File: src/design/sb2d_pkg.sv
// Shared types and constants for the signed binary to decimal ASCII converter.
// No dependencies; used by sb2d_dabble and signed_binary_to_decimal_ascii.
package sb2d_pkg;

  // default value width in bits
  localparam int VALUE_BITS_DEF = 128;

  // ascii codes, six bits wide
  localparam logic [5:0] CHAR_MINUS = 6'd45;
  localparam logic [5:0] CHAR_ZERO  = 6'd48;

  // sequencer states
  typedef enum logic [2:0] {
    ST_IDLE,
    ST_NEGATE,
    ST_CONVERT,
    ST_SKIP,
    ST_SIGN,
    ST_EMIT
  } state_t;

  // control from the sequencer to the shared shift-and-correct unit
  typedef struct packed {
    logic load;       // take a new raw value, clear the digits
    logic negate;     // two's-complement the binary register
    logic step;       // one shift-and-add-3 step
    logic shift_dig;  // drop the top decimal digit
  } dab_ctrl_t;

endpackage

File: src/design/sb2d_dabble.sv
// Shared shift-and-add-3 unit: binary register, decimal digit register.
// One conversion step per cycle under control of the sequencer. Uses sb2d_pkg.
module sb2d_dabble #(
  parameter int VALUE_BITS = sb2d_pkg::VALUE_BITS_DEF,
  parameter int NDIG       = 39
) (
  input  logic                    clk,
  input  sb2d_pkg::dab_ctrl_t     ctrl,
  input  logic [VALUE_BITS-1:0]   load_value,
  output logic [3:0]              top_digit
);

  localparam int BCD_W = NDIG * 4;

  logic [VALUE_BITS-1:0] bin_r;
  logic [VALUE_BITS-1:0] bin_nxt;
  logic [BCD_W-1:0]      bcd_r;
  logic [BCD_W-1:0]      bcd_nxt;
  logic [BCD_W-1:0]      bcd_fix;

  // add 3 to every digit of 5 or more before the shift
  always_comb begin
    for (int d = 0; d < NDIG; d++) begin
      if (bcd_r[d*4 +: 4] >= 4'd5) begin
        bcd_fix[d*4 +: 4] = bcd_r[d*4 +: 4] + 4'd3;
      end else begin
        bcd_fix[d*4 +: 4] = bcd_r[d*4 +: 4];
      end
    end
  end

  // next values of the two registers
  always_comb begin
    bin_nxt = bin_r;
    bcd_nxt = bcd_r;
    if (ctrl.load) begin
      bin_nxt = load_value;
      bcd_nxt = '0;
    end else if (ctrl.negate) begin
      bin_nxt = (~bin_r) + {{(VALUE_BITS-1){1'b0}}, 1'b1};
    end else if (ctrl.step) begin
      bin_nxt = {bin_r[VALUE_BITS-2:0], 1'b0};
      bcd_nxt = {bcd_fix[BCD_W-2:0], bin_r[VALUE_BITS-1]};
    end else if (ctrl.shift_dig) begin
      bcd_nxt = {bcd_r[BCD_W-5:0], 4'd0};
    end
  end

  always_ff @(posedge clk) begin
    bin_r <= bin_nxt;
    bcd_r <= bcd_nxt;
  end

  assign top_digit = bcd_r[BCD_W-1 -: 4];

endmodule

File: src/design/signed_binary_to_decimal_ascii.sv
// Top level of the signed binary to decimal ASCII converter: sequencer and ports.
// Depends on sb2d_pkg and sb2d_dabble.
//
// Usage: present a two's-complement value on in_value_high/in_value_low and
// pulse start while busy is low; the word is taken at that clock edge. Only the
// low VALUE_BITS bits of {in_value_high, in_value_low} count, bit VALUE_BITS-1
// being the sign. The decimal text comes out one character per strobe on
// out_valid, most significant first: '-' for a negative value, then the digits
// with no leading zeros (zero gives one '0'); out_last_char marks the last one.
// Each character is on the ports for exactly one cycle; the receiver cannot stall.
// Sequence: a negate step for a negative value, VALUE_BITS shift-and-add-3
// steps in the shared unit, then the leading zero digits are dropped one at a
// time, then the characters are sent. NDIG is the digit count of the largest
// magnitude (39 at 128 bits).
// Reset (synchronous, active low) returns the sequencer to idle and drops any
// item in flight; no character is sent for it.
module signed_binary_to_decimal_ascii #(
  parameter int VALUE_BITS = sb2d_pkg::VALUE_BITS_DEF
) (
  input  logic               clk,
  input  logic               rst_n,
  input  logic               start,
  output logic               busy,
  input  logic [63:0]        in_value_low,
  input  logic signed [63:0] in_value_high,
  output logic               out_valid,
  output logic [5:0]         out_char_code,
  output logic               out_last_char
);

  // digits of 2^(VALUE_BITS-1): floor((VALUE_BITS-1) * log10(2)) + 1
  localparam int NDIG  = ((VALUE_BITS - 1) * 30103) / 100000 + 1;
  localparam int CNT_W = $clog2(VALUE_BITS);
  localparam int REM_W = $clog2(NDIG + 1);

  sb2d_pkg::state_t    state_r;
  sb2d_pkg::state_t    state_nxt;
  logic [CNT_W-1:0]    cnt_r;
  logic [CNT_W-1:0]    cnt_nxt;
  logic [REM_W-1:0]    rem_r;
  logic [REM_W-1:0]    rem_nxt;
  logic                neg_r;
  logic                neg_nxt;
  sb2d_pkg::dab_ctrl_t ctrl;
  logic [127:0]        raw;
  logic [3:0]          top_digit;
  logic                accept;
  logic                step_done;
  logic                skip_more;
  logic                last_dig;

  assign raw       = {in_value_high, in_value_low};
  assign accept    = start && (state_r == sb2d_pkg::ST_IDLE);
  assign step_done = (cnt_r == CNT_W'(VALUE_BITS - 1));
  assign last_dig  = (rem_r == REM_W'(1));
  assign skip_more = (top_digit == 4'd0) && !last_dig;

  // shared shift-and-correct unit
  sb2d_dabble #(
    .VALUE_BITS (VALUE_BITS),
    .NDIG       (NDIG)
  ) u_dabble (
    .clk        (clk),
    .ctrl       (ctrl),
    .load_value (raw[VALUE_BITS-1:0]),
    .top_digit  (top_digit)
  );

  // next state
  always_comb begin
    state_nxt = state_r;
    case (state_r)
      sb2d_pkg::ST_IDLE: begin
        if (start) state_nxt = sb2d_pkg::ST_NEGATE;
      end
      sb2d_pkg::ST_NEGATE: begin
        state_nxt = sb2d_pkg::ST_CONVERT;
      end
      sb2d_pkg::ST_CONVERT: begin
        if (step_done) state_nxt = sb2d_pkg::ST_SKIP;
      end
      sb2d_pkg::ST_SKIP: begin
        if (!skip_more) state_nxt = neg_r ? sb2d_pkg::ST_SIGN : sb2d_pkg::ST_EMIT;
      end
      sb2d_pkg::ST_SIGN: begin
        state_nxt = sb2d_pkg::ST_EMIT;
      end
      sb2d_pkg::ST_EMIT: begin
        if (last_dig) state_nxt = sb2d_pkg::ST_IDLE;
      end
      default: begin
        state_nxt = sb2d_pkg::ST_IDLE;
      end
    endcase
  end

  // unit control, counters and output word
  always_comb begin
    ctrl          = '0;
    cnt_nxt       = cnt_r;
    rem_nxt       = rem_r;
    neg_nxt       = neg_r;
    out_valid     = 1'b0;
    out_char_code = sb2d_pkg::CHAR_ZERO;
    out_last_char = 1'b0;
    case (state_r)
      sb2d_pkg::ST_IDLE: begin
        if (accept) begin
          ctrl.load = 1'b1;
          neg_nxt   = raw[VALUE_BITS-1];
          cnt_nxt   = '0;
          rem_nxt   = REM_W'(NDIG);
        end
      end
      sb2d_pkg::ST_NEGATE: begin
        ctrl.negate = neg_r;
      end
      sb2d_pkg::ST_CONVERT: begin
        ctrl.step = 1'b1;
        cnt_nxt   = cnt_r + CNT_W'(1);
      end
      sb2d_pkg::ST_SKIP: begin
        if (skip_more) begin
          ctrl.shift_dig = 1'b1;
          rem_nxt        = rem_r - REM_W'(1);
        end
      end
      sb2d_pkg::ST_SIGN: begin
        out_valid     = 1'b1;
        out_char_code = sb2d_pkg::CHAR_MINUS;
      end
      sb2d_pkg::ST_EMIT: begin
        out_valid      = 1'b1;
        out_char_code  = sb2d_pkg::CHAR_ZERO + {2'b00, top_digit};
        out_last_char  = last_dig;
        ctrl.shift_dig = 1'b1;
        rem_nxt        = rem_r - REM_W'(1);
      end
      default: begin
        ctrl = '0;
      end
    endcase
  end

  assign busy = (state_r != sb2d_pkg::ST_IDLE);

  // control state
  always_ff @(posedge clk) begin
    if (!rst_n) begin
      state_r <= sb2d_pkg::ST_IDLE;
    end else begin
      state_r <= state_nxt;
    end
  end

  // item bookkeeping
  always_ff @(posedge clk) begin
    cnt_r <= cnt_nxt;
    rem_r <= rem_nxt;
    neg_r <= neg_nxt;
  end

endmodule

File: config.mk
export PLATFORM = sky130hd
export DESIGN_NAME = signed_binary_to_decimal_ascii
export DESIGN_NICKNAME = d
export VERILOG_FILES = /design/src/design/sb2d_pkg.sv /design/src/design/sb2d_dabble.sv /design/src/design/signed_binary_to_decimal_ascii.sv
export SDC_FILE = /design/constraint.sdc
export NUM_CORES = 1
export LEC_CHECK = 0
export ABC_AREA = 1
export BUFFER_PORTS_ARGS = -buffer_cell sky130_fd_sc_hd__buf_2
export CORE_MARGIN = 3
export CORE_UTILIZATION = 60
export CTS_CLUSTER_SIZE = 10
export DETAILED_ROUTE_END_ITERATION = 10
export PLACE_DENSITY_LB_ADDON = 0.25
export SYNTH_ARGS = -nofsm -noshare
export SYNTH_HDL_FRONTEND = slang
export SYNTH_HIERARCHICAL = 1
export SYNTH_SLANG_ARGS = --single-unit
File: constraint.sdc
create_clock -name clk -period 6.2 [get_ports clk]
set_input_delay 0.31 -clock clk [delete_from_list [all_inputs] [get_ports clk]]
set_output_delay 0.31 -clock clk [all_outputs]
set_load 0.01 [all_outputs]
-- Word-level counts from Yosys, hierarchy flattened
Cells that the tools add are included.
- logic and storage cells: 183
- output and inout bits: 9
- bits in registers: 301
- input bits: 131
- add/sub/neg operators: 43
- bitwise logic cells: 2
- reduce and logical (&&, ||, !) cells: 16
- $lt $le $gt $ge: 39
- mux-type cells: 64
- eq/ne operators: 13
- operator list (operator ; number):
    $mux 128 ; 3
    $mux 156 ; 2
    $ge 4x3->1 const B ; 39
    $add 4x2->4 const B ; 38
    $mux 4 ; 38
    $add 128x1->128 const B ; 1
    $not 128->128 ; 1
    $pmux 3 s6 ; 1
    $pmux 6 s3 ; 1
    $mux 3 ; 5
    $pmux 7 s2 ; 1
    $mux 6 ; 2
    $ne 2x2->1 const B ; 6
    $pmux 6 s2 ; 1
    $reduce_bool 3->1 ; 3
    $mux 1 ; 8
    $add 7x1->7 const B ; 1
    $eq 7x7->1 const B ; 1
    $mux 7 ; 1
    $add 5x5->6 const A ; 1
    $eq 3x2->1 const B ; 2
    $eq 3x3->1 const B ; 2
    $eq 6x1->1 const B ; 1
    $reduce_and 2->1 ; 3
    13 further kinds ; 15

-- Logic depth before layout (Yosys ltp)
Gate-level depths: netlist of run 1.
- depth in word-level cells: 7
- gate-level depth with buffers: 15
- mapped depth without buffers: 15

-- By module
The synthesis of run 1 kept the hierarchy.
- modules (own cells, without submodules) (module ; instances ; area each (um^2) ; sequential area each (um^2) ; cells an instance):
    sb2d_dabble ; 1 ; 21413.0 ; 6966.7 ; 3315
    signed_binary_to_decimal_ascii ; 1 ; 1019.7 ; 480.5 ; 132

-- Worst setup path before layout of run 1
Ideal clock, no wire load.
- path type: flip-flop to flip-flop
- start: register state_r[1]
- end: register u_dabble.bin_r[100] (enable)
- setup time: 1.426 ns
- required time: 4.774 ns
- period minus slack after synthesis: 5.523 ns
- path slack: 0.677 ns
- stages on the path, launching flop included: 8
- data arrival time: 4.098 ns
- cell sequence: dfxtp_1 inv_1 nand3_1 nor2_1 inv_1 clkbuf_1 clkbuf_1 nand3_1
- RTL lines (item ; line ; RTL):
    start, declared ; signed_binary_to_decimal_ascii.sv:36 ; sb2d_pkg::state_t state_r;
    start signal, assigned ; signed_binary_to_decimal_ascii.sv:150 ; state_r <= sb2d_pkg::ST_IDLE;
    start signal, assigned ; signed_binary_to_decimal_ascii.sv:152 ; state_r <= state_nxt;
    end signal, assigned ; sb2d_dabble.sv:50 ; bin_r <= bin_nxt;
    end, declared ; sb2d_dabble.sv:15 ; logic [VALUE_BITS-1:0] bin_r;

==> out/results.ini, run 1 <==
[yosys]
netlist_instances = 3447
avgSynthCellArea_um2 = 6.51
synthXorXnorAreaFrac_pct = 3.12
synth.most_common_cell = nand2_1
synth-compound-area-share_pct = 18.8
async_flop_share_pct = 0
synth-seq-cells = 301
synthesis.nets = 3660
synth_edf_count = 142
yosysSeqAreaShare_pct = 33.2
synth.top_cell.area_share_pct = 19.0
yosysUniqueCellTypes = 40
synthTopCellsByCount = 959 x nand2_1, 583 x nor2_1, 348 x inv_1, 313 x a21oi_1, 198 x o21ai_0
synth_top_area_cell = edfxtp_1
synth-simple-area-share_pct = 31.7
yosys-top-cells-area = edfxtp_1 19%, nand2_1 16%, dfxtp_1 14%
synth.cell_area_um2 = 22400
ys_warn_count = 6
muxShareOfSynthArea_pct = 0
synth_top_family_by_area = simple AND/OR/NAND/NOR gates
ys.flop_type = dfxtp_1
synthAdderAreaFrac_pct = 4.57

[timing]
clock.fmax_mhz = 251
rsz0062_at_grt = false
hold_viol_final = 0
fin_ws_ns = 2.22
fin_skew_ns = 0.0244
tightest_slew_ns = 1.21
finalSetupViolations = 0
setup_tns_ns = 0
drv_slew = 0
fin_crit_ns = 3.98
fin_crit_sh_pct = 64.2
maxSlewHeadroom_pct = 19.2

[place]
hpwl_um = 50400
portBuffers = 138
dp_slack_ns = 2.27
dp_cells = 3920
gp_congestion = 1.09

[global_route]
grt_max_degree = 235
grt_pass1_vias = 21959
grt_pass1_wl_um = 111000
antenna_found_initial = 2
groute.usage.overall_pct = 34.6
overflow = 0

[cells_and_area]
fin_util_pct = 67.3
drive_gt1_share_pct = 7.59
seq_area_um2 = 7450
multi_input_area_um2 = 13100
fill_cells = 3334
num-nets-final = 3734
syn_to_final_growth_pct = 10.1
stdcell_count = 4013

[routing]
dr.pass1.iters = 6
ant_nets = 0
vias = 23394
via_per_inst = 5.83
drcViolationCount = 0
wirelength_um = 70200
drt_iter0_drc = 2179
post_drt_wl_per_cell_um = 17.5

[floorplan]
start_util_pct = 61.1
io_pins = 140
die_w_um = 199
core.rowCount = 70
dieArea_um2 = 39700
dieHeight_um = 199
coreArea_um2 = 36700

[cts]
path_clk_slew_ns = 0.06
htreeDepth = 2
cts.sinks = 301
tritoncts = done
clock-root-buffer = clkbuf_16
cts_resized = 0
clk_latency_ns = 0.58
cts_buffers = 38
holdBufCountCts = 29
post_cts_buffers = 0
cts_buffer_depth = 3

[worst_setup_path]
arrival_ns = 4.15
critPathLaunchType = flip-flop
path_buf_inv = 2
crit_path_end_kind = flip-flop
crit_fanout = 123
crit_type = flip-flop to flip-flop
cp_slowest_cell = buf_4
crit_chain = nand2_2 > nor2_4 > inv_6 > nand3_4 > buf_4
required_ns = 6.37
path_delay_family = simple AND/OR/NAND/NOR gates
slowest_delay_ns = 0.90

[status]
outcome = finished, final reports clean

[pwr]
p_total_mw = 11.2
ir_worst_vdd_v = 0.000352
p_leak_nw = 10.0
power_density_nw_per_um2 = 452

[flow_run]
drv_cap = 0

[hold_path]
hold_path.class = primary input to flip-flop

[path summary, 6_finish.rpt]
kind                startpoint            endpoint  slack, ns  cells after the start
max                 state_r[1]  u_dabble/bin_r[49]       2.22                      5
min           in_value_low[41]  u_dabble/bin_r[41]       0.02                      3
max reg2reg         state_r[1]  u_dabble/bin_r[49]       2.22                      5
min reg2reg  u_dabble/bcd_r[3]   u_dabble/bcd_r[3]       0.49                      2
[where the power goes]
| group | switching, mW | internal, mW |
|---|---|---|
| Combinational | 3.38 | 1.66 |
| Sequential | 0.803 | 3.23 |
| Clock | 0.881 | 1.21 |
| Total | 5.06 | 6.10 |
[stage by stage]
| stage | hold slack [ns] | instance area (um2) |
|---|---|---|
| final | 0.0194 | 24700 |
| after global routing | 0.0235 | 24700 |
| after CTS | 0.00102 | 24700 |
| after detailed placement | 0.476 | 23300 |
| after global placement | 0.476 | 23300 |
| after floorplan | 0.409 | 22400 |
[placed cells by master, fill, tap and decap left out, types with 3 or more instances in the layout]
master and n:
nor3_1 4, a211oi_1 36, buf_2 138, nor2_8 3, nor2_2 15, nand4_1 20
nand2_4 3, o21ai_1 29, inv_2 8, xor2_1 78, nor2_1 581, nand2_1 959
o221ai_1 13, a21oi_1 313, or2_2 6, ha_1 82, nand2_2 19, nand3_1 135
inv_1 347, dfxtp_1 159, a221oi_1 120, buf_4 9, nor2_4 13, a31o_2 3
clkbuf_16 39, clkbuf_1 16, dlygate4sd3_1 29, o21ai_0 198, edfxtp_1 142
[cell families after synthesis]
logic type | Yosys count
AND/OR/NAND/NOR | 1763
AO/OA/AOI/OAI | 718
adder cells (fa/ha/maj) | 82
flip-flops | 301
other | 1
buffers and inverters | 502
XOR/XNOR | 80
[final cells by class]
class	instances	area share, %
Sequential cell	301	30.2
Tap cell	468	2.37
Multi-Input combinational cell	2644	53.0
Clock inverter	6	0.324
Inverter	358	5.47
Timing Repair Buffer	178	4.41
Antenna cell	2	0.0203
Clock buffer	56	4.25
[sequential cells by signal, summed over array words and instances (netlist names)]
signal	count
u_dabble/bcd_r	156
u_dabble/bin_r	128
cnt_r	7
rem_r	6
state_r	3
neg_r	1
[worst register-to-register path, delay by kind of cell (launching register included)]
| family | cells | cell delay [ns] |
|---|---|---|
| buf+inv | 2 | 1.41 |
| simple gates | 3 | 1.65 |
| flops | 1 | 0.41 |
[metal layers]
metal  global-route usage (%)  part of all wire, %  vias to the layer above
met1                     44.0                   41                    10778
met4                     19.7                  6.2                        0
met3                     4.54                  7.2                      194
li1                         -                    -                    11516
met5                        0                    0                        -
met2                     57.1                   46                      906
No activity file was read; power rests on OpenSTA's default activity.
==> inputs of run 2 (changes only) <==
- clock period: 6.2 -> 4.1 ns (I/O delays scaled with it)
==> out/results.ini, run 2 (synthesis gave the netlist of run 1 again) <==
[timing]
maxSlewHeadroom_pct = 9.77
tightest_slew_ns = 1.35
finalSetupViolations = 0
setup_tns_ns = 0
fin_crit_sh_pct = 75.0
drv_slew = 0
hold_viol_final = 0
fin_skew_ns = 0.0251
clock.fmax_mhz = 325
rsz0062_at_grt = false
fin_crit_ns = 3.08

[hold_path]
hold_path.class = primary input to flip-flop

[cts]
clock-root-buffer = clkbuf_16
path_clk_slew_ns = 0.06
clk_latency_ns = 0.58
cts_buffers = 38
cts_resized = 0
cts.sinks = 301
htreeDepth = 2
cts_buffer_depth = 3
tritoncts = done

[worst_setup_path]
crit_type = flip-flop to flip-flop
crit_fanout = 71
critPathLaunchType = flip-flop
crit_path_end_kind = flip-flop
crit_top_cell = buf_4
crit_chain = nand3_1 > nor2_4 > inv_4 > nand3_4 > buf_4 > buf_4
cp_slowest_cell = buf_4
slowest_delay_ns = 0.85
required_ns = 4.29
arrival_ns = 3.27

[cells_and_area]
drive_gt1_share_pct = 7.59
mostFrequentLayoutCells = 959 x nand2_1, 581 x nor2_1, 347 x inv_1
syn_to_final_growth_pct = 14.9
final_common_cell = nand2_1
reg.largest.list = u_dabble/bcd_r (156), u_dabble/bin_r (128), cnt_r (7)
largest_register_ffs = 156
num-nets-final = 3838
regMostFlops = u_dabble/bcd_r

[global_route]
groute.usage.overall_pct = 36.8
antenna_found_initial = 0
grt_pass1_wl_um = 117000
grt_max_degree = 252
grt_pass1_vias = 22527
overflow = 0

[routing]
post_drt_wl_per_cell_um = 18.3
dr.pass1.iters = 6
ant_nets = 0
wirelength_um = 75300
drt_iter0_drc = 2982
via_per_inst = 5.90
drcViolationCount = 0
vias = 24278

[place]
gp_congestion = 1.07
hpwl_um = 52500
portBuffers = 138

[floorplan]
dieArea_um2 = 39700
start_util_pct = 61.1
dieHeight_um = 199
core.rowCount = 70
io_pins = 140
die_w_um = 199
coreArea_um2 = 36700

[pwr]
power_density_nw_per_um2 = 668
p_leak_nw = 10.5
ir_worst_vdd_v = 0.000605
p_total_mw = 17.2

[status]
outcome = finished, final reports clean

[flow_run]
drv_cap = 0

-- run 2: cell types whose count changed in the layout (fill, tap and decap cells not counted), sizes merged --
cell         delta
buf             +6
clkbuf          +3
clkinv          -2
diode           -1
dlygate4sd3    +98
-- run 2: layout make-up --
cell class | count | area (um2)
antenna | 1 | 2.50
inverter | 358 | 1350
multi-input combinational | 2644 | 13100
fill | 3020 | 10900
clock buffer | 59 | 1090
timing repair buffer | 282 | 2130
sequential | 301 | 7450
tap | 468 | 586
clock inverter | 4 | 75.1
-- run 2: repair_timing --
| action | CTS | global route |
|---|---|---|
| hold buffers | 127 | 0 |
| buffers inserted | 0 | 0 |
| hold endpoints to repair | 129 | 0 |
-- run 2: metal layers --
layer / track usage [%] / share of wire [%] / up-vias
met4: 20.1 / 6.3 / 0
met1: 45.4 / 39 / 11039
met3: 6.86 / 8.4 / 283
met2: 61.2 / 47 / 1241
met5: 0 / 0 / -
li1: - / - / 11715
-- run 2: worst max-delay path, delay by kind of cell (launching register included) --
kind                   cells  cell delay [ns]
buffers and inverters      3             1.63
and+or+nand+nor            3             0.48
DFF                        1             0.48
-- run 2: stage by stage --
step                instances  hold WS [ns]  worst slack (ns)  util [%]  area (um2)
floorplan                3447         0.304             0.201         -       22400
global placement         3926         0.474              1.15      63.6       23300
detailed placement       3926         0.474              1.04      63.6       23300
CTS                      4116       0.00394              1.06      70.2       25800
global route             4116       0.00129             0.823      70.2       25800
finish                   4117       0.00974              1.02      70.2       25800
-- run 2: report_power, final --
part | switching (mW) | leakage, nW | internal [mW]
Combinational | 5.27 | 7.27 | 2.59
Sequential | 1.23 | 2.67 | 4.88
Clock | 1.35 | 0.563 | 1.89
Total | 7.86 | 10.5 | 9.37
-- run 2: final timing paths --
check / start / to / slack, ns / cells after the start
hold / removal: in_value_low[8] / u_dabble/bin_r[8] / 0.01 / 3
setup reg to reg: state_r[0] / u_dabble/bin_r[71] / 1.02 / 6
hold reg to reg: u_dabble/bcd_r[125] / u_dabble/bcd_r[125] / 0.49 / 2
setup / recovery: state_r[0] / u_dabble/bin_r[71] / 1.02 / 6
